==> config.mk <==
export PLATFORM = sky130hd
export DESIGN_NAME = sbha_bin
export DESIGN_NICKNAME = d
export VERILOG_FILES = /design/src/rtl/sbha_pkg.sv /design/src/rtl/sbha_bin.sv
export SDC_FILE = /design/constraint.sdc
export NUM_CORES = 1
export LEC_CHECK = 0
export BUFFER_PORTS_ARGS = -buffer_cell sky130_fd_sc_hd__buf_2
export CAP_MARGIN = 25
export CORE_AREA = 2 2 39 41
export DETAILED_ROUTE_END_ITERATION = 10
export DIE_AREA = 0 0 41 43
export GPL_ROUTABILITY_DRIVEN = 0
export PLACE_DENSITY = 0.42
export SLEW_MARGIN = 25
export SYNTH_ARGS = -nofsm -noshare
export SYNTH_HDL_FRONTEND = slang
export SYNTH_SLANG_ARGS = --single-unit
==> constraint.sdc <==
create_clock -name vclk -period 1.9
set_clock_uncertainty 0.1 [all_clocks]
set_input_delay 0.19 -clock vclk [all_inputs]
set_output_delay 0.19 -clock vclk [all_outputs]
set_load 0.05 [all_outputs]
==> src/rtl/sbha_pkg.sv <==
// Shared types and codes for the segregated-bin heap allocator.
`default_nettype none

package sbha_pkg;

   localparam logic OP_ALLOC = 1'b0;
   localparam logic OP_FREE  = 1'b1;

   localparam logic [2:0] ST_BUMPED      = 3'd0;
   localparam logic [2:0] ST_FROM_BIN    = 3'd1;
   localparam logic [2:0] ST_OUT_OF_HEAP = 3'd2;
   localparam logic [2:0] ST_ZERO_SIZE   = 3'd3;
   localparam logic [2:0] ST_BINNED      = 3'd4;
   localparam logic [2:0] ST_DROPPED     = 3'd5;
   localparam logic [2:0] ST_NULL_FREE   = 3'd6;

   localparam logic [16:0] MIN_CHUNK        = 17'd32;
   localparam logic [16:0] HEAP_LIMIT_RESET = 17'h10000;

   typedef struct packed {
      logic        op;
      logic [15:0] request_size;
      logic [15:0] user_address;
   } sbha_req_type;

   typedef struct packed {
      logic [15:0] result_address;
      logic [16:0] chunk_bytes;
      logic [2:0]  status;
   } sbha_rsp_type;

endpackage

`default_nettype wire

==> src/rtl/sbha_bin.sv <==
// Maps a chunk size in bytes to its exact-size bin, flagging sizes without a bin.
`default_nettype none

module sbha_bin #(
   parameter int BIN_LIMIT = 1024,
   parameter int NUM_BINS  = 62,
   parameter int BW        = 6
) (
   input  wire logic [16:0]   chunk_bytes,
   output logic      [BW-1:0] bin,
   output logic               hit
);

   import sbha_pkg::*;

   logic [16:0] offset;
   logic [12:0] index;

   assign offset = chunk_bytes - MIN_CHUNK;
   assign index  = offset[16:4];
   assign bin    = index[BW-1:0];
   assign hit    = (chunk_bytes >= MIN_CHUNK) && (chunk_bytes < 17'(BIN_LIMIT))
                   && (index < 13'(NUM_BINS));

endmodule

`default_nettype wire

==> flow_metrics.env <==
export IMPL_cp_arrival_ns=1.38
export IMPL_ys_warnings_count=0
export IMPL_cts_setup_buffers=0
export IMPL_initial_utilization_pct=8.86
export IMPL_fin_tns_setup_ns=0
export IMPL_rows=14
export IMPL_setup_slack_ns=0.226
export IMPL_synth_top_area_share_pct=14.3
export IMPL_wl_per_cell_microns=7.57
export IMPL_wl_microns=386
export IMPL_vias_per_cell=3.59
export IMPL_power_mw=0.0728
export IMPL_antenna_cells=0
export IMPL_timing_final_crit_share_pct=88.1
export IMPL_p_per_area_mw_per_mm2=313
export IMPL_cp_end_kind="primary output"
export IMPL_status="finished, final reports clean"
export IMPL_swShare_pct=69.3
export IMPL_cp_start_kind="input pin"
export IMPL_dp_slack_ns=0.198
export IMPL_grt_use_met3_pct=0.524
export IMPL_synth_largest_area_cell="xor2_1"
export IMPL_overflow=0
export IMPL_post_route_drc_count=0
export IMPL_postRouteAntennaNets=0
export IMPL_final_setup_viol_count=0
export IMPL_core_area_sq_mm=0.00138
export IMPL_drtPass1Iterations=1
export IMPL_p_seq_share_pct=0
export IMPL_whs_ns=0.280
export IMPL_ys_seq_area_share_pct=0
export IMPL_fin_nets=55
export IMPL_met1_usage_pct=5.40
export IMPL_maxSlewViolCount=0
export IMPL_gr_usage_all_layers_pct=4.30
export IMPL_grt_busiest_layer="met2"
export IMPL_internal_power_mw=0.0224
export IMPL_synthTopCellsByArea="xor2_1, ha_1, nor4_2"
export IMPL_worstPathMaxFanout=1
export IMPL_crit_required_ns=1.61
export IMPL_rsz0062_at_grt="false"
export IMPL_grt_antenna_before_repair=0
export IMPL_seqCellArea_sq_um=0
export IMPL_dieHeight_microns=43
export IMPL_maxCapViolCount=0
export IMPL_worstMarginPinSlew_ns=0.253
export IMPL_worstHoldPathType="in2out"
export IMPL_fp_dieW_microns=41
export IMPL_syn_num_nets=36
export IMPL_leakage_nw=0.136
export IMPL_grt_pass1_vias=155
export IMPL_cts_hold_fix_buffers=0
export IMPL_grt_max_degree=6
export IMPL_dp_hpwl_microns=370
export IMPL_die_area_sq_mm=0.00176
export IMPL_final_hold_violation_count=0
export IMPL_cts_resized=0
export IMPL_netlist_instances=18
export IMPL_switching_power_mw=0.0504
export IMPL_fin_crit_ns=1.67
export IMPL_drtIter0Drc=0
export IMPL_ir_drop_mv=0.109
export IMPL_layout_drive_gt1_share_pct=57.1
export IMPL_io_buffers=18
export IMPL_seq_cells=0
export IMPL_area_growth_pct=89.8
export IMPL_syn_area_sq_um=123
export IMPL_combinationalPowerShare_pct=100.0
export IMPL_clock_buffers=0
export IMPL_clock_power_share_pct=0
export IMPL_fillers=164
export IMPL_synth_distinct_cells=13
export IMPL_crit_type="in2out"
export IMPL_met2_usage_pct=7.81
export IMPL_fmax_mhz=598
export IMPL_grt_pass1_wl_microns=586
export IMPL_max_slew_margin_pct=83.2
export IMPL_io_pins=24
export IMPL_vias=183
export IMPL_avgSynthCellArea_sq_um=6.81
## through the flow
step                      area (sq um)  instances  utilization (%)
after floorplan                    130         18                -
after global placement             233         51             16.8
after detailed placement           233         51             16.8
after CTS                          233         51             16.8
after global routing               233         51             16.8
final                              233         51             16.8
## cells in the mapped netlist, drive strengths merged, types with 2 or more instances
library cell  n
nor2          2
inv           3
nor3          2
xor2          2
## metal layers
metal | wire length [microns] | part of all wire [%]
met1 | 142 | 37
met2 | 193 | 50
met3 | 49 | 13
met4 | 0 | 0
met5 | 0 | 0
## critical path: stages
cell	delay, ns
buf_2	0.09
or4_1	0.53
nor4_2	0.15
o211a_1	0.17
buf_2	0.25
## power by group through the flow
stage               sequential, mW  combinational [mW]  clock, mW
global route                     0              0.0785          0
finish                           0              0.0728          0
global placement                 0              0.0732          0
floorplan                        0              0.0527          0
CTS                              0              0.0739          0
detailed placement               0              0.0737          0
## path summary, 6_finish.rpt
kind	start	endpoint	slack [ns]	depth (start not counted)
setup / recovery	chunk_bytes[11]	hit	0.23	5
hold / removal	chunk_bytes[4]	bin[0]	0.28	0
## layout make-up
class	count	area, sq um	share of cell area [%]
timing repair buffer	18	90.1	38.7
tap	16	20.0	8.60
inverter	3	11.3	4.84
multi-input combinational	14	111	47.8
## cell usage in the layout (no fill, tap or decap)
| cell type | n |
|---|---|
| nor4_2 | 1 |
| xor2_1 | 2 |
| nor2_1 | 2 |
| o21ai_0 | 1 |
| nand2_1 | 1 |
| or4_1 | 1 |
| o211a_1 | 1 |
| ha_1 | 1 |
| buf_2 | 18 |
| nand4b_1 | 1 |
| nor3_1 | 2 |
| xnor2_2 | 1 |
| inv_1 | 3 |
## kinds of logic after synthesis
logic type,synth area share [%]
compound gates,12.2
xor+xnor,21.4
fa+ha+maj,10.2
buf+inv,15.3
simple gates,40.8
(Power assumes the default switching activity.)
